[config.mk]
export PLATFORM = sky130hd
export DESIGN_NAME = mec_out
export DESIGN_NICKNAME = d
export VERILOG_FILES = /design/src/mec_pkg.sv /design/src/mec_out.sv
export SDC_FILE = /design/constraint.sdc
export NUM_CORES = 1
export LEC_CHECK = 0
export ABC_AREA = 1
export BUFFER_PORTS_ARGS = -buffer_cell sky130_fd_sc_hd__buf_2
export CAP_MARGIN = 20
export CORE_MARGIN = 2
export CORE_UTILIZATION = 62
export CTS_CLUSTER_DIAMETER = 150
export CTS_CLUSTER_SIZE = 40
export DETAILED_ROUTE_END_ITERATION = 6
export GPL_TIMING_DRIVEN = 0
export PLACE_DENSITY = 0.89
export REMOVE_ABC_BUFFERS = 1
export SKIP_CTS_REPAIR_TIMING = 1
export SLEW_MARGIN = 20
export SYNTH_ARGS = -nofsm -noshare
export SYNTH_HDL_FRONTEND = slang
export SYNTH_SLANG_ARGS = --single-unit
[constraint.sdc]
create_clock -name clk -period 5.97 [get_ports clk]
set_clock_uncertainty 0.1 [all_clocks]
set_input_delay 0.2985 -clock clk [delete_from_list [all_inputs] [get_ports clk]]
set_output_delay 0.2985 -clock clk [all_outputs]
set_load 0.02 [all_outputs]
[src/mec_pkg.sv]
package mec_pkg;

  localparam int NUM_CH = 16;
  localparam int CH_W = 4;
  localparam int COUNT_W = 16;
  localparam int TIME_W = 32;
  localparam int MIN_W = 27;
  localparam int SEC_W = 6;
  localparam int HOUR_W = 5;
  localparam int CHCNT_W = 5;
  localparam int CFG_W = 16;
  localparam int CFG_IDX_W = 3;

  // Division by 60 is a shift by two followed by an exact reciprocal divide by 15.
  localparam logic [31:0] DIV15_MAGIC = 32'h8888_8889;
  localparam int DIV15_SHIFT = 35;
  localparam int PROD_W = 62;

  localparam logic [CFG_IDX_W-1:0] CFG_COLLECT = 3'd0;
  localparam logic [CFG_IDX_W-1:0] CFG_COUNT = 3'd1;
  localparam logic [CFG_IDX_W-1:0] CFG_CHCOUNT = 3'd2;
  localparam logic [CFG_IDX_W-1:0] CFG_VALID = 3'd3;
  localparam logic [CFG_IDX_W-1:0] CFG_RISING = 3'd4;
  localparam logic [CFG_IDX_W-1:0] CFG_FALLING = 3'd5;

  typedef enum logic [1:0] {
    KIND_EDGE = 2'd0,
    KIND_HOUR = 2'd1,
    KIND_DAY = 2'd2
  } kind_t;

  typedef struct packed {
    logic load;
    logic count_en;
    logic hour_clear;
    logic day_clear;
    logic [TIME_W-1:0] now;
  } lane_ctrl_t;

  typedef struct packed {
    logic hour_req;
    logic day_req;
    logic edge_req;
  } lane_flags_t;

  typedef struct packed {
    logic [COUNT_W-1:0] hour_total;
    logic [COUNT_W-1:0] day_total;
    logic level;
    logic [TIME_W-1:0] elapsed;
  } lane_rpt_t;

  typedef struct packed {
    logic valid;
    kind_t kind;
    logic [CH_W-1:0] channel;
    logic level;
    logic [TIME_W-1:0] elapsed;
    logic [COUNT_W-1:0] count;
    logic [HOUR_W-1:0] hour_label;
    logic last;
  } pick_t;

endpackage

[src/mec_out.sv]
module mec_out (
  input  logic                        clk,
  input  logic                        rst,
  input  mec_pkg::pick_t              pick,
  output logic                        advance,
  output logic                        out_valid,
  input  logic                        out_stall,
  output logic [1:0]                  kind,
  output logic [mec_pkg::CH_W-1:0]    channel,
  output logic                        new_level,
  output logic [mec_pkg::MIN_W-1:0]   elapsed_minutes,
  output logic [mec_pkg::SEC_W-1:0]   elapsed_seconds,
  output logic [mec_pkg::COUNT_W-1:0] count,
  output logic [mec_pkg::HOUR_W-1:0]  hour_label,
  output logic                        last
);

  mec_pkg::pick_t               s1;
  logic [mec_pkg::PROD_W-1:0]   prod;
  logic [mec_pkg::MIN_W-1:0]    quot;
  logic [mec_pkg::TIME_W-1:0]   quot60;
  logic [mec_pkg::TIME_W-1:0]   rem;

  assign advance = !out_valid || !out_stall;

  always_comb begin
    quot = prod[mec_pkg::PROD_W-1:mec_pkg::DIV15_SHIFT];
    quot60 = (mec_pkg::TIME_W'(quot) << 6) - (mec_pkg::TIME_W'(quot) << 2);
    rem = s1.elapsed - quot60;
  end

  always_ff @(posedge clk) begin
    if (rst) begin
      s1.valid <= 1'b0;
      out_valid <= 1'b0;
    end else if (advance) begin
      s1.valid <= pick.valid;
      out_valid <= s1.valid;
    end
    if (advance) begin
      s1.kind <= pick.kind;
      s1.channel <= pick.channel;
      s1.level <= pick.level;
      s1.elapsed <= pick.elapsed;
      s1.count <= pick.count;
      s1.hour_label <= pick.hour_label;
      s1.last <= pick.last;
      prod <= mec_pkg::PROD_W'(pick.elapsed[mec_pkg::TIME_W-1:2])
              * mec_pkg::PROD_W'(mec_pkg::DIV15_MAGIC);
      kind <= s1.kind;
      channel <= s1.channel;
      new_level <= s1.level;
      elapsed_minutes <= quot;
      elapsed_seconds <= rem[mec_pkg::SEC_W-1:0];
      count <= s1.count;
      hour_label <= s1.hour_label;
      last <= s1.last;
    end
  end

endmodule

**Word level (Yosys, flattened, before mapping)**

Cells that the tools add are included.

- $add $sub $neg: 2
- Multipliers: 1
- Reductions and logical operators: 3

Operator list:

| cell | number |
|---|---|
| $mul 30x32->62 const B | 1 |
| $sub 1x6->6 const A | 1 |
| $sub 6x6->6 | 1 |
| $logic_not 1->1 | 2 |
| $logic_or 1x1->1 | 1 |

- Register bits: 161
- Input bits: 65
- Logic and storage cells: 24

**Longest topological paths before layout**

- Depth after elaboration: 2
- Mapped depth: 24
- Mapped depth without buffers: 24

**Least setup slack after synthesis**

No wires, ideal clock.

- Path kind: input-to-reg
- Start point: in pick[49] (netlist bit)
- End point: reg prod[59] (netlist bit) (data pin)
- Data arrival time: 4.633 ns
- Data required time: 5.618 ns
- Path slack: 0.985 ns
- Stages on the path: 20
- Buffers on the path: 0
- Cell sequence: ha_1 -> inv_1 -> fa_1 -> inv_1 -> ha_1 -> inv_1 -> fa_1 -> inv_1 -> fa_1 -> fa_1 -> ha_1 -> ha_1 -> a21oi_1 -> o21ai_0 -> a21oi_1 -> nand2_1 -> a21oi_1 -> nand2_1 -> nand2_1 -> nand2_1

- Longest elaborated chain between the ends: 1

Ends and longest elaborated chain:

| item | RTL line | source |
|---|---|---|
| start: declaration | mec_out.sv:4 | `input mec_pkg::pick_t pick,` |
| $mul 30x32->62 | mec_out.sv:49 | `* mec_pkg::PROD_W'(mec_pkg::DIV15_MAGIC);` |
| end signal: assignment | mec_out.sv:48 | `prod <= mec_pkg::PROD_W'(pick.elapsed[mec_pkg::TIME_W-1:2])` |
| end: declaration | mec_out.sv:19 | `logic [mec_pkg::PROD_W-1:0] prod;` |

No other way between the ends.
A chain may end at the register's enable or synchronous reset.

**Final worst setup path**

- Start point: in pick[49] (netlist bit)
- End point: reg prod[60] (netlist bit) (data pin)

Same word-level chain as after synthesis.

==> flow_metrics.tcl <==
set metrics [dict create \
    status "finished, final reports clean" \
    drt_first_pass_iters 7 \
    path_common_cell "nand2_1" \
    synth_cell_types 28 \
    synth_area_per_cell_um2 8.96 \
    core_mm2 0.0216 \
    vias_per_cell 5.37 \
    area.growth.synth_to_final_pct 14.5 \
    yosysSeqAreaShare 0.278 \
    synth_cells 1513 \
    final_nets 2126 \
    die_w_um 152 \
    cts_buffers 17 \
    rows 54 \
    drc 0 \
    slew_headroom 0.673 \
    arrival_ns 5.55 \
    antenna_left 0 \
    grt_pass1_vias 10900 \
    dp_cells 1923 \
    ios 129 \
    setup_violations 0 \
    ys_async_sr_fraction 0 \
    regToRegStartpoint "prod[35]" \
    grt_pass1_wl_um 56400 \
    crit_required_ns 6.05 \
    hpwl_um 30800 \
    overflow 0 \
    worstPathMaxFanout 5 \
    initial_core_util 0.627 \
    tightestPinTransition_ns 0.485 \
    hold_end "s1[61]" \
    worstReg2RegEnd "elapsed_seconds[4]" \
    r2r_cells 4 \
    vias 10700 \
    root_buffer "clkbuf_16" \
    grt_max_degree 64 \
    antenna_found_initial 0 \
    crit_chain "buf_2, ha_1, fa_1, inv_1, fa_1, inv_1, fa_1, inv_1, fa_1, inv_1, ha_1, ha_1, ha_1, a21oi_1, nor2_1, o21ai_0, nand2_1, nand2_1, nand2_1, a21oi_1, nand2_1, nand2_1, nand2_1" \
    drt_iter0_drc 847 \
    drive_gt1_frac 0.124 \
    synth-edff-count 124 \
    slowest_stage "fa_1" \
    layout_common_cells "inv_1 (353), nand2_1 (319), ha_1 (252), buf_2 (128), edfxtp_1 (124)" \
    synth-seq-cells 126 \
    htree_levels 4 \
    path_class "primary input to register" \
    holdPathStages 3 \
    dieArea_mm2 0.0231 \
    ys.flop_type "edfxtp_1" \
    syn_area_mm2 0.0136 \
    grt_use_total 0.314 \
    clkLatencyLatePin_ns 0.42 \
    cts_max_path_buffers 2 \
    hp-start "pick[61]" \
    r2r_setup_slack_ns 4.46 \
    critical_path.startpoint_type "primary input" \
    critPathBufInv 5 \
    final_cells 1987 \
    gp_congestion 0.996 \
    critical_path.top_delay_family "adder cells" \
    crit_path_start "pick[49]" \
    cts_tree "built" \
    slowest_delay_ns 0.58 \
    rsz0062_at_grt "no" \
    endpoint_kind "register" \
    mostFrequentLayoutCell "inv_1" \
    yosys_warnings 0 \
    hold_violations 0 \
    n_antenna_cell 0 \
    cts_sinks 126 \
    fin_setup_tns_ns 0 \
    drt_wl_total_um 37100 \
    period_share 0.917 \
    maxCapViolations 0 \
    min_path_type "primary input to register" \
    slew_violations 0 \
    period_needed_ns 5.47 \
    io_buffer_count 128 \
    wl_per_cell_um 18.7 \
    dieHeight_um 152 \
    clkTransAtPathRegs_ns 0.06 \
    max_freq_mhz 183 \
]
==> area by class of cell <==
cell class              instances  area [um2]
multi-input cells            1021        8420
fillers                      1586        6100
flip-flops and latches        126        3760
inverters                     366        1370
repair buffers                162        1010
clock buffers                  17         425
well taps                     280         350
clock inverters                15         173
==> flip-flops by register name, indices dropped and copies added, names as in the netlist <==
| name | count |
|---|---|
| count | 16 |
| channel | 4 |
| elapsed_minutes | 27 |
| elapsed_seconds | 6 |
| prod | 27 |
| out_valid | 1 |
| new_level | 1 |
| last | 1 |
| s1 | 36 |
| kind | 2 |
| hour_label | 5 |
==> worst reg2reg max path: stages (launching register included) <==
cell	delay (ns)
edfxtp_1	0.35
ha_1	0.19
inv_1	0.08
fa_1	0.41
xnor2_1	0.14
==> layer usage <==
metal | GRT usage | routed length (um)
met1 | 0.402 | 15600
met2 | 0.554 | 18500
met3 | 0.0388 | 1850
met4 | 0.110 | 1230
met5 | 0 | 0
==> synth_stat cells, types with 2 or more instances <==
library cell	n	area share
and3_1	2	0.00092
edfxtp_1	124	0.27
xnor2_1	6	0.0039
nand2_1	320	0.089
o21ai_0	39	0.014
nor3_1	4	0.0015
dfxtp_1	2	0.0030
nand4_1	13	0.0060
nor3_2	6	0.0044
a21o_1	5	0.0028
nor2_4	6	0.0050
inv_1	353	0.098
a21oi_1	71	0.026
o21a_1	3	0.0017
nor4_2	3	0.0028
o21bai_1	6	0.0033
nand3_1	45	0.017
nand3b_1	3	0.0017
fa_1	115	0.17
nor2_2	15	0.0069
ha_1	252	0.23
inv_2	13	0.0036
nor2_1	97	0.027
nand2_2	6	0.0028
==> through the flow <==
stage | setup WS [ns] | util | cell area, um2 | hold slack (ns)
3_3_place_gp | 0.126 | 0.673 | 14500 | 0.300
6_report | 0.497 | 0.718 | 15500 | 0.0621
5_1_grt | 0.250 | 0.718 | 15500 | 0.0700
2_1_floorplan | 0.985 | - | 13600 | 0.268
3_5_place_dp | 0.170 | 0.675 | 14600 | 0.305
4_1_cts | 0.587 | 0.703 | 15200 | -0.0528
==> cell families after synthesis <==
kind of cell,Yosys count,share of synthesized area
compound gates,126,0.0493
xor+xnor,7,0.00452
fa+ha+maj,367,0.403
flops,126,0.278
simple gates,521,0.165
buf+inv,366,0.101
==> how the worst max path moves through the flow <==
stage	depth (start not counted)	slack, ns	end
2_1_floorplan	20	0.98	prod[59]
3_3_place_gp	20	0.13	prod[37]
3_5_place_dp	20	0.17	prod[37]
4_1_cts	23	0.59	prod[60]
5_1_grt	23	0.25	prod[60]
6_report	23	0.50	prod[60]
Power is left out: the tool's default activity adds up to more than one toggle a clock period on the data nets, which glitch-free logic cannot reach.
