File: config.mk
export PLATFORM = sky130hd
export DESIGN_NAME = mec_lane
export DESIGN_NICKNAME = d
export VERILOG_FILES = /design/src/mec_pkg.sv /design/src/mec_lane.sv
export SDC_FILE = /design/constraint.sdc
export NUM_CORES = 1
export LEC_CHECK = 0
export BUFFER_PORTS_ARGS = -buffer_cell sky130_fd_sc_hd__buf_2
export CAP_MARGIN = 20
export CELL_PAD_IN_SITES_DETAIL_PLACEMENT = 1
export CELL_PAD_IN_SITES_GLOBAL_PLACEMENT = 1
export CORE_UTILIZATION = 47
export DETAILED_ROUTE_END_ITERATION = 16
export PLACE_DENSITY = 0.87
export SYNTH_ARGS = -nofsm -noshare
export SYNTH_HDL_FRONTEND = slang
export SYNTH_SLANG_ARGS = --single-unit
File: constraint.sdc
create_clock -name clk -period 4.9 [get_ports clk]
set_input_delay 0.49 -clock clk [delete_from_list [all_inputs] [get_ports clk]]
set_output_delay 0.49 -clock clk [all_outputs]
set_load 0.01 [all_outputs]
File: src/mec_pkg.sv
package mec_pkg;

  localparam int NUM_CH = 16;
  localparam int CH_W = 4;
  localparam int COUNT_W = 16;
  localparam int TIME_W = 32;
  localparam int MIN_W = 27;
  localparam int SEC_W = 6;
  localparam int HOUR_W = 5;
  localparam int CHCNT_W = 5;
  localparam int CFG_W = 16;
  localparam int CFG_IDX_W = 3;

  // Division by 60 is a shift by two followed by an exact reciprocal divide by 15.
  localparam logic [31:0] DIV15_MAGIC = 32'h8888_8889;
  localparam int DIV15_SHIFT = 35;
  localparam int PROD_W = 62;

  localparam logic [CFG_IDX_W-1:0] CFG_COLLECT = 3'd0;
  localparam logic [CFG_IDX_W-1:0] CFG_COUNT = 3'd1;
  localparam logic [CFG_IDX_W-1:0] CFG_CHCOUNT = 3'd2;
  localparam logic [CFG_IDX_W-1:0] CFG_VALID = 3'd3;
  localparam logic [CFG_IDX_W-1:0] CFG_RISING = 3'd4;
  localparam logic [CFG_IDX_W-1:0] CFG_FALLING = 3'd5;

  typedef enum logic [1:0] {
    KIND_EDGE = 2'd0,
    KIND_HOUR = 2'd1,
    KIND_DAY = 2'd2
  } kind_t;

  typedef struct packed {
    logic load;
    logic count_en;
    logic hour_clear;
    logic day_clear;
    logic [TIME_W-1:0] now;
  } lane_ctrl_t;

  typedef struct packed {
    logic hour_req;
    logic day_req;
    logic edge_req;
  } lane_flags_t;

  typedef struct packed {
    logic [COUNT_W-1:0] hour_total;
    logic [COUNT_W-1:0] day_total;
    logic level;
    logic [TIME_W-1:0] elapsed;
  } lane_rpt_t;

  typedef struct packed {
    logic valid;
    kind_t kind;
    logic [CH_W-1:0] channel;
    logic level;
    logic [TIME_W-1:0] elapsed;
    logic [COUNT_W-1:0] count;
    logic [HOUR_W-1:0] hour_label;
    logic last;
  } pick_t;

endpackage

File: src/mec_lane.sv
module mec_lane (
  input  logic                  clk,
  input  logic                  rst,
  input  mec_pkg::lane_ctrl_t   ctrl,
  input  logic                  active,
  input  logic                  level_in,
  input  logic                  rise_en,
  input  logic                  fall_en,
  output mec_pkg::lane_flags_t  flags,
  output mec_pkg::lane_rpt_t    rpt
);

  logic                           prev_level;
  logic [mec_pkg::TIME_W-1:0]     last_time;
  logic [mec_pkg::COUNT_W-1:0]    hour_count;
  logic [mec_pkg::COUNT_W-1:0]    day_count;
  logic [mec_pkg::COUNT_W-1:0]    hour_base;
  logic [mec_pkg::COUNT_W-1:0]    day_base;
  logic [mec_pkg::COUNT_W-1:0]    hour_count_next;
  logic [mec_pkg::COUNT_W-1:0]    day_count_next;
  logic                           edge_hit;

  function automatic logic [mec_pkg::COUNT_W-1:0] bump(input logic [mec_pkg::COUNT_W-1:0] c);
    bump = (c == '1) ? c : c + mec_pkg::COUNT_W'(1);
  endfunction

  always_comb begin
    edge_hit = active && (level_in != prev_level) && (level_in ? rise_en : fall_en);
    flags.hour_req = active && ctrl.hour_clear;
    flags.day_req = active && ctrl.day_clear;
    flags.edge_req = edge_hit;
    hour_base = flags.hour_req ? '0 : hour_count;
    day_base = flags.day_req ? '0 : day_count;
    hour_count_next = (edge_hit && ctrl.count_en) ? bump(hour_base) : hour_base;
    day_count_next = (edge_hit && ctrl.count_en) ? bump(day_base) : day_base;
  end

  always_ff @(posedge clk) begin
    if (rst) begin
      prev_level <= 1'b0;
      last_time <= '0;
      hour_count <= '0;
      day_count <= '0;
    end else if (ctrl.load) begin
      if (active) begin
        prev_level <= level_in;
      end
      if (edge_hit) begin
        last_time <= ctrl.now;
      end
      hour_count <= hour_count_next;
      day_count <= day_count_next;
    end
  end

  always_ff @(posedge clk) begin
    if (ctrl.load) begin
      rpt.hour_total <= hour_count;
      rpt.day_total <= day_count;
      rpt.level <= level_in;
      rpt.elapsed <= ctrl.now - last_time;
    end
  end

endmodule

Yosys cells after proc, flatten, opt, wreduce, memory -nomap -nowiden
Index checks and enable logic that the tools add are counted.
- output and inout port bits: 68
- logic and storage cells: 28
- register bits after elaboration: 130
- reductions and logical operators: 7
- add/subtract/negate cells: 3
- eq/ne operators: 3
- muxes and demuxes: 7
- operators with widths (operator ; number):
    $mux W16 ; 6
    $add A16 B1 Y16 const B ; 2
    $eq A16 B16 Y1 const B ; 2
    $sub A32 B32 Y32 ; 1
    $logic_and A1 B1 Y1 ; 5
    $reduce_and A2 Y1 ; 2
    $mux W1 ; 1
    $ne A1 B1 Y1 ; 1

Longest topological paths before layout
- word-level depth: 5
- gate-level depth with buffers: 11

Least setup slack after synthesis
OpenSTA, ideal clock, no wires.
- kind: input to register
- start point: input ctrl[0] in the netlist's numbering
- end point: register rpt[26] in the netlist's numbering (data pin)
- library setup time: 0.263 ns
- required time: 4.637 ns
- data arrival time: 2.188 ns
- buffers on the path: 0
- path slack: 2.449 ns
- stages: 10
- cells stage by stage: inv_1 -> ha_1 -> fa_1 -> nor2b_1 -> o31ai_1 -> a21oi_1 -> nor2_1 -> o31ai_2 -> a211oi_2 -> xnor2_1
- cells in the longest elaborated chain, start to end: 1
- ends and longest elaborated chain (element ; line ; source):
    start, declared ; mec_lane.sv:4 ; input mec_pkg::lane_ctrl_t ctrl,
    $sub A32 B32 Y32 ; mec_lane.sv:61 ; rpt.elapsed <= ctrl.now - last_time;
    end, declared ; mec_lane.sv:10 ; output mec_pkg::lane_rpt_t rpt
Every way passes these cells.
A chain may end at the register's enable or synchronous reset.

Worst setup path after layout
- start point: register prev_level
- end point: register hour_count[5] in the netlist's numbering
- cells in the longest elaborated chain, start to end: 5
- ends and longest elaborated chain (element ; line ; source):
    start, declared ; mec_lane.sv:13 ; logic prev_level;
    start signal, assigned ; mec_lane.sv:46 ; prev_level <= level_in;
    $ne A1 B1 Y1 ; mec_lane.sv:28 ; edge_hit = active && (level_in != prev_level) && (level_in ? rise_en : fall_en);
    $logic_and A1 B1 Y1 (2 in a row) ; mec_lane.sv:28 ;
    $logic_and A1 B1 Y1 ; mec_lane.sv:34 ; hour_count_next = (edge_hit && ctrl.count_en) ? bump(hour_base) : hour_base;
    $mux W16 ; mec_lane.sv:34 ;
    end signal, assigned ; mec_lane.sv:51 ; hour_count <= hour_count_next;
    end, declared ; mec_lane.sv:15 ; logic [mec_pkg::COUNT_W-1:0] hour_count;
Every way passes these cells.

==> out/metrics.yaml <==
cts:
  clock_path_buffers: 2
  cts_setup_buffers: 0
  clock_sinks: 130
  clock_latency_ps: 420
  cts-root-buf: "clkbuf_16"
  cts_buffers: 17
  tritoncts: "done"
  path_clk_slew_ps: 60
  cts_hold_buf: 0
  cts.repair.resized: 0
  cts_max_level: 4
die:
  die_w_um: 120
  coreArea_um2: 13500
  die_h_um: 120
  start_util: 0.489
  io_pins: 110
  dieArea_um2: 14500
  rows: 42
worst_setup_path:
  critical-path-max-stage-delay_ps: 780
  crit_chain: "nand3b_4, a21oi_4, nand2_2, nor3_1, nand2_1, o31ai_1"
  critical_path.top_delay_family: "compound AO/OA/AOI/OAI gates"
  arrival_ps: 3010
  end_kind: "flip-flop"
  required_ps: 5200
  crit_fanout: 35
  startpoint_type: "flip-flop"
  worst_path_max_delay_cell: "a21oi_4"
  worst-path-buf-inv: 0
  criticalPathCategory: "flip-flop to flip-flop"
global_route:
  grt_pass1_wl_mm: 28.7
  grt_usage: 0.256
  grt_overflow: 0
  antenna_found_initial: 0
  first_global_vias: 5786
  grt_max_degree: 70
yosys:
  synth_cell_type_count: 59
  syn_inst: 699
  synth_top_area_cell: "edfxtp_1"
  ys_ff_latch: 130
  syn-cell-area_um2: 6580
  synth_edf_count: 65
  synth_seq_area_share: 0.494
  synth.area.top_cells: "edfxtp_1, dfxtp_1, nand2_1"
  async_flop_share: 0
  synthFlopType: "edfxtp_1"
  synth_warnings: 0
  synth.avg_cell_area_um2: 9.42
  synth_top_cell_area_share: 0.296
  synthesis.nets: 775
drt:
  ant_nets: 0
  routed_via_density: 5.45
  dr.pass1.iters: 6
  initialDrtViolationCount: 208
  routed-via-count: 5448
  drc: 0
  drt-total-wl_mm: 17.4
  routedWlPerCell_um: 17.4
placement:
  dpl.hpwl_mm: 12.4
  port-buffer-count: 109
  globalplace.congestion: 0.858
  pre_cts_ws_ps: 1950
layout:
  drive_gt1_frac: 0.196
  area_growth_syn_to_layout_pct: 20.0
  antenna_cells: 0
  layout_commonest_cell: "nand2_1"
  nNetsFinal: 886
  final_cell_mix: "nand2_1, buf_2, a21oi_1"
power:
  ir_drop_uv: 217
  power_density_nw_per_um2: 357
  power_leakage_uw: 0.00307
outcome:
  status: "complete, no violations"
timing:
  maxSlewHeadroom: 0.338
  hold_viol: 0
  slew_viol_final: 0
  setup_tns_ps: 0
  rsz0062_at_grt: "no"
  setup_viol: 0
  setup_slack_ps: 2190
  finClkSkew_ps: 9.43
  tightest_slew_ps: 991
  finalCritPeriodShare: 0.554
  finalCriticalPeriod_ps: 2710
  max_freq_mhz: 369
flow_run:
  cap_violations: 0
worst_hold_path:
  hp-class: "input port to flip-flop"
registers in the layout, summed over array words and instances, names as in the netlist:
| name | cells |
|---|---|
| prev_level | 1 |
| hour_count | 16 |
| last_time | 32 |
| day_count | 16 |
| rpt | 65 |
layout make-up:
cell class                 count  area [µm²]
fill                        1587        5550
sequential                   130        3250
multi-input combinational    509        3090
timing repair buffer         112         568
clock buffer                  26         553
tap                          176         220
inverter                      40         150
clock inverter                 6        61.3
metrics by stage:
step | cells | utilization | hold slack, ps | cell area [µm²] | total power, µW
detailed placement | 967 | 0.542 | 448 | 7290 | 1550
CTS | 999 | 0.587 | 317 | 7900 | 2840
floorplan | 699 | - | 422 | 6580 | 1430
global placement | 967 | 0.542 | 435 | 7290 | 1540
global route | 999 | 0.587 | 321 | 7900 | 2920
finish | 999 | 0.587 | 320 | 7900 | 2820
logic make-up (layout without fill, tap and decap cells):
family	Yosys count	count (layout)	synth area share
flops	130	130	0.494
simple gates	275	275	0.190
xor+xnor	53	53	0.0705
buf+inv	60	184	0.0359
fa+ha+maj	34	34	0.0658
mux	2	2	0.00342
compound gates	145	145	0.140
cell usage after synthesis, types with 9 or more instances:
| cell type | instances |
|---|---|
| a21o_1 | 11 |
| a21oi_1 | 77 |
| and3_1 | 9 |
| clkbuf_1 | 18 |
| dfxtp_1 | 65 |
| edfxtp_1 | 65 |
| ha_1 | 33 |
| inv_1 | 40 |
| nand2_1 | 142 |
| nand3_1 | 12 |
| nand4_1 | 12 |
| nor2_1 | 57 |
| o21a_1 | 9 |
| o21ai_0 | 14 |
| xnor2_1 | 36 |
| xor2_1 | 17 |
per-layer routing:
metal  track usage  up-vias  share of wire
met5             0        -              0
met4         0.120        0          0.026
li1              -     2641              -
met1         0.292     2640           0.41
met3        0.0500       41          0.046
met2         0.458      126           0.52
path summary, 6_finish.rpt:
| path | slack, ps | depth (start not counted) | endpoint | from |
|---|---|---|---|---|
| worst max register to register | 2190 | 6 | hour_count[5] | prev_level |
| worst max-delay path | 2190 | 6 | hour_count[5] | prev_level |
| worst min-delay path | 320 | 1 | rpt[32] | level_in |
| worst min register to register | 460 | 2 | last_time[14] | last_time[14] |
worst reg2reg max path, delay by kind of cell (launching register included):
| family | cells | cell delay [ps] |
|---|---|---|
| AO/OA/AOI/OAI | 2 | 1110 |
| flip-flops | 1 | 350 |
| AND/OR/NAND/NOR | 4 | 1130 |
report_power, final:
part | internal, µW | switching, µW | leakage [µW]
logic | 124 | 201 | 0.00159
registers | 1200 | 12.8 | 0.00119
clock network | 828 | 459 | 0.000298
(Power assumes the default switching activity.)
