==> src/mec_pkg.sv <==
package mec_pkg;

  localparam int NUM_CH = 16;
  localparam int CH_W = 4;
  localparam int COUNT_W = 16;
  localparam int TIME_W = 32;
  localparam int MIN_W = 27;
  localparam int SEC_W = 6;
  localparam int HOUR_W = 5;
  localparam int CHCNT_W = 5;
  localparam int CFG_W = 16;
  localparam int CFG_IDX_W = 3;

  // Division by 60 is a shift by two followed by an exact reciprocal divide by 15.
  localparam logic [31:0] DIV15_MAGIC = 32'h8888_8889;
  localparam int DIV15_SHIFT = 35;
  localparam int PROD_W = 62;

  localparam logic [CFG_IDX_W-1:0] CFG_COLLECT = 3'd0;
  localparam logic [CFG_IDX_W-1:0] CFG_COUNT = 3'd1;
  localparam logic [CFG_IDX_W-1:0] CFG_CHCOUNT = 3'd2;
  localparam logic [CFG_IDX_W-1:0] CFG_VALID = 3'd3;
  localparam logic [CFG_IDX_W-1:0] CFG_RISING = 3'd4;
  localparam logic [CFG_IDX_W-1:0] CFG_FALLING = 3'd5;

  typedef enum logic [1:0] {
    KIND_EDGE = 2'd0,
    KIND_HOUR = 2'd1,
    KIND_DAY = 2'd2
  } kind_t;

  typedef struct packed {
    logic load;
    logic count_en;
    logic hour_clear;
    logic day_clear;
    logic [TIME_W-1:0] now;
  } lane_ctrl_t;

  typedef struct packed {
    logic hour_req;
    logic day_req;
    logic edge_req;
  } lane_flags_t;

  typedef struct packed {
    logic [COUNT_W-1:0] hour_total;
    logic [COUNT_W-1:0] day_total;
    logic level;
    logic [TIME_W-1:0] elapsed;
  } lane_rpt_t;

  typedef struct packed {
    logic valid;
    kind_t kind;
    logic [CH_W-1:0] channel;
    logic level;
    logic [TIME_W-1:0] elapsed;
    logic [COUNT_W-1:0] count;
    logic [HOUR_W-1:0] hour_label;
    logic last;
  } pick_t;

endpackage

==> src/mec_merge.sv <==
module mec_merge (
  input  logic                        clk,
  input  logic                        rst,
  input  logic                        load,
  input  logic                        advance,
  input  logic [mec_pkg::HOUR_W-1:0]  hour_label_in,
  input  mec_pkg::lane_flags_t        flags [mec_pkg::NUM_CH],
  input  mec_pkg::lane_rpt_t          rpts [mec_pkg::NUM_CH],
  output mec_pkg::pick_t              pick,
  output logic                        busy
);

  logic [mec_pkg::NUM_CH-1:0]  hour_pend;
  logic [mec_pkg::NUM_CH-1:0]  day_pend;
  logic [mec_pkg::NUM_CH-1:0]  edge_pend;
  logic [mec_pkg::HOUR_W-1:0]  hour_label;
  logic [mec_pkg::NUM_CH-1:0]  sel;
  logic [mec_pkg::NUM_CH-1:0]  sel_bit;
  logic [mec_pkg::CH_W-1:0]    idx;
  mec_pkg::kind_t              sel_kind;
  logic                        any;
  logic                        last_pick;
  logic [mec_pkg::NUM_CH-1:0]  hour_pend_next;
  logic [mec_pkg::NUM_CH-1:0]  day_pend_next;
  logic [mec_pkg::NUM_CH-1:0]  edge_pend_next;

  always_comb begin
    if (hour_pend != '0) begin
      sel = hour_pend;
      sel_kind = mec_pkg::KIND_HOUR;
    end else if (day_pend != '0) begin
      sel = day_pend;
      sel_kind = mec_pkg::KIND_DAY;
    end else begin
      sel = edge_pend;
      sel_kind = mec_pkg::KIND_EDGE;
    end
    idx = '0;
    for (int i = mec_pkg::NUM_CH - 1; i >= 0; i--) begin
      if (sel[i]) begin
        idx = mec_pkg::CH_W'(i);
      end
    end
    any = (sel != '0);
    sel_bit = '0;
    sel_bit[idx] = any;
    hour_pend_next = hour_pend;
    day_pend_next = day_pend;
    edge_pend_next = edge_pend;
    case (sel_kind)
      mec_pkg::KIND_HOUR: hour_pend_next = hour_pend & ~sel_bit;
      mec_pkg::KIND_DAY: day_pend_next = day_pend & ~sel_bit;
      default: edge_pend_next = edge_pend & ~sel_bit;
    endcase
    last_pick = (hour_pend_next == '0) && (day_pend_next == '0) && (edge_pend_next == '0);
    busy = (hour_pend != '0) || (day_pend != '0) || (edge_pend != '0);
  end

  always_ff @(posedge clk) begin
    if (rst) begin
      hour_pend <= '0;
      day_pend <= '0;
      edge_pend <= '0;
      pick.valid <= 1'b0;
    end else begin
      if (load) begin
        for (int i = 0; i < mec_pkg::NUM_CH; i++) begin
          hour_pend[i] <= flags[i].hour_req;
          day_pend[i] <= flags[i].day_req;
          edge_pend[i] <= flags[i].edge_req;
        end
      end else if (advance) begin
        hour_pend <= hour_pend_next;
        day_pend <= day_pend_next;
        edge_pend <= edge_pend_next;
      end
      if (advance) begin
        pick.valid <= any;
      end
    end
    if (load) begin
      hour_label <= hour_label_in;
    end
    if (advance) begin
      pick.kind <= sel_kind;
      pick.channel <= idx;
      pick.last <= last_pick;
      pick.level <= (sel_kind == mec_pkg::KIND_EDGE) ? rpts[idx].level : 1'b0;
      pick.elapsed <= (sel_kind == mec_pkg::KIND_EDGE) ? rpts[idx].elapsed : '0;
      case (sel_kind)
        mec_pkg::KIND_HOUR: pick.count <= rpts[idx].hour_total;
        mec_pkg::KIND_DAY: pick.count <= rpts[idx].day_total;
        default: pick.count <= '0;
      endcase
      pick.hour_label <= (sel_kind == mec_pkg::KIND_HOUR) ? hour_label : '0;
    end
  end

endmodule

==> config.mk <==
export PLATFORM = sky130hd
export DESIGN_NAME = mec_merge
export DESIGN_NICKNAME = d
export VERILOG_FILES = /design/src/mec_pkg.sv /design/src/mec_merge.sv
export SDC_FILE = /design/constraint.sdc
export NUM_CORES = 1
export LEC_CHECK = 0
export ABC_AREA = 1
export BUFFER_PORTS_ARGS = -buffer_cell sky130_fd_sc_hd__buf_2
export CAP_MARGIN = 10
export CORE_AREA = 2 2 449 451
export CTS_CLUSTER_SIZE = 30
export DETAILED_ROUTE_END_ITERATION = 10
export DIE_AREA = 0 0 451 453
export GPL_TIMING_DRIVEN = 0
export SYNTH_ARGS = -nofsm -noshare
export SYNTH_HDL_FRONTEND = slang
export SYNTH_SLANG_ARGS = --single-unit
==> constraint.sdc <==
create_clock -name clk -period 4.2 [get_ports clk]
set_input_delay 0.84 -clock clk [delete_from_list [all_inputs] [get_ports clk]]
set_output_delay 0.84 -clock clk [all_outputs]
set_load 0.05 [all_outputs]
# After elaboration in Yosys (flattened, before gate mapping)

Index checks and enable logic that the tools add are counted.
Widths: inputs -> output; s select.

Bits in writable memories: 0
Input bits: 1097
Memories kept: 0
ROM bits: 0
Logic and storage cells: 73
Bits in latches: 0
Register bits after elaboration: 115

Magnitude comparators: 3
Eq/ne operators: 2
Divide/modulo/power cells: 0
Bitwise gates (word level): 6
Reduce and logical (&&, ||, !) cells: 15
Add/sub/neg operators: 0
Shift operators: 0
Multiply operators: 0
Mux-type cells: 35

Operators by type and width:

| cell               | number |
|---|---|
| $bmux 65 s4        | 1 |
| $mux 16            | 11 |
| $mux 65            | 2 |
| $and 16x16->16     | 4 |
| $mux 4             | 16 |
| $reduce_bool 16->1 | 4 |
| $logic_not 16->1   | 3 |
| $pmux 16 s2        | 1 |
| $not 16->16        | 1 |
| $ge 5x5->1 const B | 1 |
| $lt 4x5->1 const B | 1 |
| $not 4->5          | 1 |
| $demux 1 s4        | 1 |
| $ge 4x1->1 const B | 1 |
| $mux 2             | 2 |
| $logic_and 1x1->1  | 3 |
| $eq 2x1->1 const B | 1 |
| $eq 2x2->1 const B | 1 |
| $logic_not 2->1    | 1 |
| $logic_or 1x1->1   | 2 |
| $reduce_bool 2->1  | 1 |
| $reduce_or 2->1    | 1 |
| $mux 1             | 1 |

# Longest topological paths before layout

Gate-level depths: netlist of run 1.

Word-level depth: 30
Gate-level depth with buffers: 32
Gate-level depth less buffers: 31

# Worst setup path before layout of run 1

No wires, ideal clock.

Path type: reg2reg
From: reg day_pend[0] (netlist name)
To: reg pick[18] (netlist name), data pin
Arrival time: 2.808 ns
Cell stages (with the launch flop): 18
Slack: 1.139 ns
Required time: 3.947 ns
Buffers on the path: 3
Cell sequence: dfxtp_1 -> nor2_1 -> nand2_1 -> nor2_2 -> nand2_2 -> inv_2 -> nor2_4 -> buf_2 -> a221oi_4 -> nand2_2 -> nor2_1 -> nand2_1 -> nor2_2 -> clkbuf_1 -> clkbuf_1 -> o21ai_0 -> nand3_1 -> nand2_1

Elaborated cells between the ends (all ways): 28
Classes of those cells: eq/ne (2); mux (24); bitwise (1); reduce/logical (1)

RTL lines:

| element                                  | line            | source |
|---|---|---|
| start, declared                          | mec_merge.sv:14 | `logic [mec_pkg::NUM_CH-1:0] day_pend;` |
| start signal, assigned by index          | mec_merge.sv:69 | `day_pend[i] <= flags[i].day_req;` |
| start signal, assigned                   | mec_merge.sv:74 | `day_pend <= day_pend_next;` |
| $reduce_bool 16->1 (*)                   | mec_merge.sv:31 | `end else if (day_pend != '0) begin` |
| $mux 2 (*)                               | mec_merge.sv:31 |  |
| $mux 2 (*)                               | mec_merge.sv:28 | `if (hour_pend != '0) begin` |
| named net sel_kind[1]                    | mec_merge.sv:20 | `mec_pkg::kind_t sel_kind;` |
| $eq 2x2->1 or $eq 2x1->1 (tied branches) | mec_merge.sv:90 | `case (sel_kind)` |
| $pmux 16 s2 (*)                          | mec_merge.sv:90 |  |
| end, declared                            | mec_merge.sv:9  | `output mec_pkg::pick_t pick,` |

Mark *: on every way through the listed nets, which the timed path passes. The rest lies on a longest branch. The select of a mux whose other input is x is not followed.
A chain may end at the register's enable or synchronous reset.

# Worst setup path after layout of run 1

From: reg hour_pend[14] (netlist name)
To: reg pick[22] (netlist name), data pin

Longest elaborated chain between the ends: 22
Elaborated cells between the ends (all ways): 24
Classes of those cells: mux (21); bitwise (1); reduce/logical (2)

Ends and longest elaborated chain:

| element                         | line            | source |
|---|---|---|
| start, declared                 | mec_merge.sv:13 | `logic [mec_pkg::NUM_CH-1:0] hour_pend;` |
| start signal, assigned by index | mec_merge.sv:68 | `hour_pend[i] <= flags[i].hour_req;` |
| start signal, assigned          | mec_merge.sv:73 | `hour_pend <= hour_pend_next;` |
| $reduce_bool 16->1              | mec_merge.sv:28 |  |
| $mux 16                         | mec_merge.sv:28 |  |
| $mux 4 (16 in series)           | mec_merge.sv:40 | `if (sel[i]) begin` |
| $not 4->5 (implied by the code) | mec_merge.sv:89 | `pick.elapsed <= (sel_kind == mec_pkg::KIND_EDGE) ? rpts[idx].elapsed : '0;` |
| $bmux 65 s4                     | mec_merge.sv:89 |  |
| $mux 65 (2 in series)           | n/a             |  |

Several ways; a longest one is shown, not always the timed one. The select of a mux whose other input is x is not followed.

==> results.tsv, run 1 <==
metric	value	unit
combinational fraction of design power	0.721	
Clk pin slew, worst setup/hold paths	0.09	ns
Total Wirelength	223700	um
critical path type	reg -> reg	
Slew Limit Headroom	0.3222	
Max VDD drop	0.0002439	V
Worst Hold End	hour_label[0]	
placer's final routability congestion estimate	0.9952	
Critical Path RT	4.48	ns
grt ovf	0	
initial core utilization	0.07543	
initial antenna violation count	157	
worst reg-to-reg path cell count	28	
Arrival @ worst endpoint	4.48	ns
Syn Nets	3955	
max incr delay on CP	0.52	ns
Flop pwr share	0.128	
Hold Crit Class	in -> reg	
Hold Startpoint	hour_label_in[0]	
slowest cell on the critical path	nand4_1	
crit path capture type	register	
CTS Buffer Depth	2	
CP max FO	10	
Worst R2R End	pick[22]	
core area	199200	um2
synth-to-layout area growth	82.83	%
die area	204300	um2
Ys Warns	0	
status	complete, no violations	
Pleak	13.57	nW
Slew @ Worst Pin	1.017	ns
HPWL Detailed	194800	um
max frequency	238.5	MHz
Hold Crit Depth	1	
r2r startpoint	hour_pend[14]	
FP Rows	164	
CTS root buffer	clkbuf_16	
via/cell ratio	3.830	
synthesized cell area	15030	um2
DRC Markers	0	
register bit total from synthesis	115	
post-synthesis sequential area ratio	0.1971	
port bufs	1158	
1st-iter DRT viols	2746	
Final ANT Viol Nets	0	
die span in y	453	um
CTS buffer count	17	
Avg WL per Cell	32.39	um
number of I/O pins	1160	
Clock Skew	0.02399	ns
Pins Over Slew Limit	0	
Max-Cap Viols	0	
post-layout min period	4.194	ns
cts hold-fix bufs	0	
vias in the first global route	24320	
Die X	451	um
non-filler cells, final	6908	
most used cell, CP	nand2_1	
flop2flop setup slack	0.006	ns
Layout Nets	5216	
dpl cells	6691	
first-pass GRT wire length	269700	um
Total GRT Usage	0.2090	
largest net degree at the start of global routing	36	
final hold viol count	0	
Yosys cell types	34	
clk sink count	115	
RSZ-0062 raised after global routing	true	
Sw Ratio	0.6004	
share of layout cells above drive strength 1	0.3918	
Hold WS	0.4909	ns
Final period util	0.9985	
clock power share	0.151	
mean post-synth cell area	5.259	um2
sw power	6.485	mW
P_int	4.316	mW
TritonCTS clock tree	built	
PwrDens	393.0	nW/um2
# setup viols final	0	
Post-Syn Instances	2858	
first drt pass iteration count	6	
H-tree depth	4	
total number of vias	26460	
crit start category	register	
Clk Latency, worst-skew pair	0.52	ns
==> layer usage <==
layer	wire, um	up-vias	GRT usage
met1	76800	12440	0.2195
li1	-	11850	-
met2	117400	1687	0.3895
met3	15220	425	0.03710
met4	14000	48	0.1192
met5	325	-	0
==> metrics by stage <==
stage	util	setup TNS, ns	cell area [um2]	setup WS, ns	total power [mW]
2_1_floorplan	-	0	15030	1.139	4.090
3_3_place_gp	0.1212	-107.82	24150	-3.071	8.466
3_5_place_dp	0.1230	-74.54	24500	-2.124	8.567
4_1_cts	0.1328	-0.2549	26450	-0.08459	10.80
5_1_grt	0.1375	-2.963	27400	-0.1631	11.29
6_report	0.1379	0	27480	0.006407	10.80
==> how the worst max path moves through the flow <==
stage	start	endpoint	slack, ns	cells past startpoint
2_1_floorplan	day_pend[0]	pick[18]	1.14	17
3_3_place_gp	hour_pend[0]	pick[35]	-3.07	22
3_5_place_dp	hour_pend[0]	pick[27]	-2.12	24
4_1_cts	hour_pend[9]	pick[24]	-0.08	31
5_1_grt	hour_pend[14]	pick[27]	-0.16	31
6_report	hour_pend[14]	pick[22]	0.006	28
==> Yosys cell counts <==
master    number  area (um2)
o21a_1        17       127.6
nor2_2         7       43.79
nand3b_1      43       322.8
a21oi_4        1       16.27
a21boi_1       1       7.510
nor2_4         4       45.04
o21ai_0      110       550.5
nand4_1      146       913.4
buf_4          4       30.03
buf_6          1       11.26
a31oi_1       47       294.0
inv_1        359        1348
dfxtp_1       49       980.9
edfxtp_1      66        1982
nand2_2        5       31.28
inv_2         12       45.04
nand2_1     1225        4598
nand3_1      184       920.9
buf_2         61       305.3
o22ai_1       64       400.4
nor2_1       146       548.0
a221oi_4       3       78.83
o21ai_1       80       400.4
nor3_1        26       130.1
a21o_1         8       60.06
clkbuf_1     114       427.9
clkinv_1       4       15.01
buf_1         15       56.30
and2_1         1       6.260
o211ai_1       8       60.06
a21oi_1       40       200.2
nand2_4        1       11.26
a221oi_1       5       43.79
nand3_4        1       17.52
==> area by class of cell <==
type                            instances  area [um2]
Antenna cell                          120       300.3
Buffer                                193        1520
Clock buffer                           17       425.4
Clock inverter                         15       146.4
Fill cell                           23730      171800
Inverter                              375        1424
Multi-Input combinational cell       2173       10420
Sequential cell                       115        3015
Tap cell                             2656        3323
Timing Repair Buffer                 1244        6902
==> timing repair <==
item | CTS | global route
endpoints found under the hold margin | 0 | 0
endpoints found under the setup margin | 68 | 50
gates cloned | 0 | 2
setup buffers | 39 | 27
resized for setup | 351 | 174
pin swaps | 41 | 62
==> registers in the layout (all words and copies together) (netlist names) <==
signal	count
pick	62
day_pend	16
edge_pend	16
hour_pend	16
hour_label	5
==> worst max-delay path: cells and delay by family (launching register included) <==
family / cells / cell delay [ns]
DFF: 1 / 0.37
buffers and inverters: 3 / 0.81
and+or+nand+nor: 25 / 2.67
==> layout by cell type (no fill, tap or decap), types with 15 or more instances in the layout <==
cell type,count
buf_2,1178
nand2_1,1157
buf_12,25
nand4_1,146
o21ai_1,82
o22ai_1,53
inv_1,350
edfxtp_1,66
nand2_2,56
nor2_1,122
a21oi_1,38
inv_2,17
clkbuf_4,33
o21a_1,17
clkbuf_2,28
buf_6,15
nor2_4,17
clkbuf_16,20
dfxtp_1,21
diode_2,120
nand2_4,15
dfxtp_2,21
nor3_1,26
buf_4,75
a31oi_1,47
buf_8,21
nand3b_1,43
o21ai_0,99
nand3_1,183
nor2_2,18
clkbuf_1,36
==> cells by family after synthesis <==
family          after synthesis  share of synthesized area
compound gates              384                     0.1490
buf+inv                     570                     0.1489
flops                       115                     0.1971
simple gates               1789                     0.5049
==> power by group through the flow <==
stage | combinational [mW] | clock [mW] | sequential (mW)
finish | 7.79 | 1.63 | 1.38
global route | 8.21 | 1.69 | 1.39
CTS | 7.74 | 1.68 | 1.38
detailed placement | 7.17 | 0 | 1.40
global placement | 7.06 | 0 | 1.40
floorplan | 2.48 | 0 | 1.61
Note: power is estimated with default switching activity, not from simulation.
==> run 2: changes to the inputs <==
Settings changed: CORE_AREA 2 2 449 451 to 2 2 456 458, CTS_CLUSTER_SIZE 30 to not set, DIE_AREA 0 0 451 453 to 0 0 458 460.
Clock period 4.2 ns to 3.8 ns, I/O delays scaled along.
==> run 2 against run 1 <==
Effect of this change: critical path depth down 3; the run now ends with setup timing left; sequential share of layout area down 1.2 points; fmax up 2.3%; via count up 2.3%; first-iteration DRC count down 11%; die area up 3.1%; global-route usage down 0.55 points; combinational power up 30%; critical path type unchanged; utilization up 1.2 points; non-clock buffer count up 86; sequential power up 10%; clock skew up 0.0021 ns.
==> results.tsv, run 2 (synthesized netlist as in run 1, its figures left out) <==
metric	value	unit	change
# setup viols final	45		was 0
clk sink count	115		unchanged
placer's final routability congestion estimate	0.9987		was 0.9952
1st-iter DRT viols	2457		was 2746
FP Rows	167		was 164
clock power share	0.137		was 0.151
HPWL Detailed	191200	um	was 194800 um
Post-DP Area	24470	um2	was 24500 um2
total number of vias	27070		was 26460
final hold viol count	0		unchanged
DRC Markers	0		unchanged
violated checks	setup timing		
Sw Ratio	0.5637		was 0.6004
Slew Limit Headroom	0.3562		was 0.3222
flop2flop setup slack	-0.30	ns	was 0.006 ns
Final ANT Viol Nets	0		unchanged
worst setup margin	-0.2994	ns	was 0.006407 ns
Filler cells	24180		was 23730
Flop pwr share	0.112		was 0.128
Arrival @ worst endpoint	4.36	ns	was 4.48 ns
first drt pass iteration count	8		was 6
status	finished with violations		was complete, no violations
post-route setup TNS	-5.636	ns	was 0 ns
Clock Skew	0.02611	ns	was 0.02399 ns
Hold WS	0.4222	ns	was 0.4909 ns
Max VDD drop	0.0003624	V	was 0.0002439 V
Layout Nets	5303		was 5216
H-tree depth	4		unchanged
grt ovf	0		unchanged
port bufs	1158		unchanged
vias in the first global route	25390		was 24320
Hold Crit Class	in -> reg		unchanged
Die X	458	um	was 451 um
r2r startpoint	hour_pend[13]		was hour_pend[14]
crit path capture type	register		unchanged
initial antenna violation count	194		was 157
initial core utilization	0.07295		was 0.07543
crit path from	hour_pend[13]		was hour_pend[14]
largest net degree at the start of global routing	42		was 36
Non-Filler Cell Area, Final	30860	um2	was 27480 um2
Avg WL per Cell	32.20	um	was 32.39 um
Total Wirelength	226100	um	was 223700 um
combinational fraction of design power	0.751		was 0.721
Pins Over Slew Limit	0		unchanged
Worst R2R End	pick[24]		was pick[22]
PwrDens	437.1	nW/um2	was 393.0 nW/um2
sw power	7.604	mW	was 6.485 mW
share of layout cells above drive strength 1	0.4691		was 0.3918
dpl cells	6733		was 6691
Slew @ Worst Pin	0.9656	ns	was 1.017 ns
core area	206000	um2	was 199200 um2
die span in y	460	um	was 453 um
CTS Buffer Depth	2		unchanged
CP max FO	8		was 10
worst reg-to-reg path cell count	25		was 28
commonest non-fill, non-tap cell in the layout	buf_2		unchanged
Critical Path Sink	pick[24]		was pick[22]
post-layout min period	4.099	ns	was 4.194 ns
synth-to-layout area growth	105.3	%	was 82.83%
RSZ-0062 raised after global routing	true		unchanged
first-pass GRT wire length	272300	um	was 269700 um
most frequent cells in the layout	1166 x buf_2, 1000 x nand2_1, 330 x inv_1		was 1178 x buf_2, 1157 x nand2_1, 350 x inv_1
Total GRT Usage	0.2035		was 0.2090
P_int	5.885	mW	was 4.316 mW
critical path type	reg -> reg		unchanged
Hold Crit Depth	1		unchanged
max FFs per register	62		unchanged
final core occ	0.1498		was 0.1379
Clk pin slew, worst setup/hold paths	0.07	ns	was 0.09 ns
total power	13.49	mW	was 10.80 mW
DP Worst Slack	-2.818	ns	was -2.124 ns
via/cell ratio	3.855		was 3.830
CTS buffer count	17		unchanged
number of I/O pins	1160		unchanged
Pleak	14.83	nW	was 13.57 nW
non-filler cells, final	7021		was 6908
Clk Latency, worst-skew pair	0.53	ns	was 0.52 ns
max frequency	243.9	MHz	was 238.5 MHz
Largest Register	pick		unchanged
Final period util	1.079		was 0.9985
Critical Path RT	4.06	ns	was 4.48 ns
CTS root buffer	clkbuf_16		unchanged
Max-Cap Viols	0		unchanged
crit start category	register		unchanged
TritonCTS clock tree	built		unchanged
die area	210700	um2	was 204300 um2
==> run 2: power by group through the flow <==
stage | clock network [mW] | logic, mW | registers [mW]
after floorplan | 0 | 2.74 | 1.78
after global placement | 0 | 7.63 | 1.54
after detailed placement | 0 | 7.71 | 1.54
after CTS | 1.93 | 9.50 | 1.51
after global routing | 1.93 | 10.6 | 1.53
final | 1.85 | 10.1 | 1.52
==> run 2: layer usage <==
metal	GRT usage	wire length [um]	up-vias
met4	0.1240	17210	94
met5	0	603	-
li1	-	-	12030
met1	0.2138	79590	12480
met3	0.04985	17350	601
met2	0.3649	111300	1859
==> run 2: layout make-up <==
class                   instances  area (um2)  area share
plain buffers                 184        2167     0.07022
clock buffers                  23       510.5     0.01654
inverters                     375        1468     0.04756
well taps                    2704        3383      0.1096
diodes                         98       245.2    0.007947
flip-flops and latches        115        3008     0.09747
multi-input cells            2174       11800      0.3825
clock inverters                 9       86.33    0.002798
repair buffers               1339        8188      0.2653
==> run 2: worst max-delay path, cell delays in order (launching register included) <==
cell and delay, ns:
dfxtp_4 0.37, nor2_4 0.10, nand2_2 0.07, nor2_4 0.19, nand3_4 0.16, buf_4 0.17
buf_4 0.14, nor2_4 0.23, a221oi_2 0.14, nand2_1 0.14, inv_1 0.09, a21oi_4 0.16
buf_12 0.15, buf_4 0.12, nor2_4 0.03, buf_12 0.14, buf_16 0.15, buf_4 0.15
buf_16 0.15, buf_12 0.13, nand2_1 0.05, nand4_1 0.39, nand2_1 0.20, nand2_1 0.07
nor2_2 0.08, nor2_1 0.04
==> run 2: worst min-delay path by stage <==
stage | startpoint | to | slack, ns
floorplan | edge_pend[3] | edge_pend[3] | 0.47
global placement | edge_pend[12] | edge_pend[12] | 0.51
detailed placement | edge_pend[12] | edge_pend[12] | 0.51
CTS | hour_label_in[2] | hour_label[2] | 0.36
global route | hour_label_in[4] | hour_label[4] | 0.39
finish | hour_label_in[4] | hour_label[4] | 0.42
==> run 2: repair_timing <==
item | 4_1_cts | 5_1_grt
hold buffers | 0 | 0
pin swaps | 119 | 199
buffers inserted | 103 | 61
endpoints found under the setup margin | 92 | 53
resized for setup | 776 | 400
cloned | 6 | 9
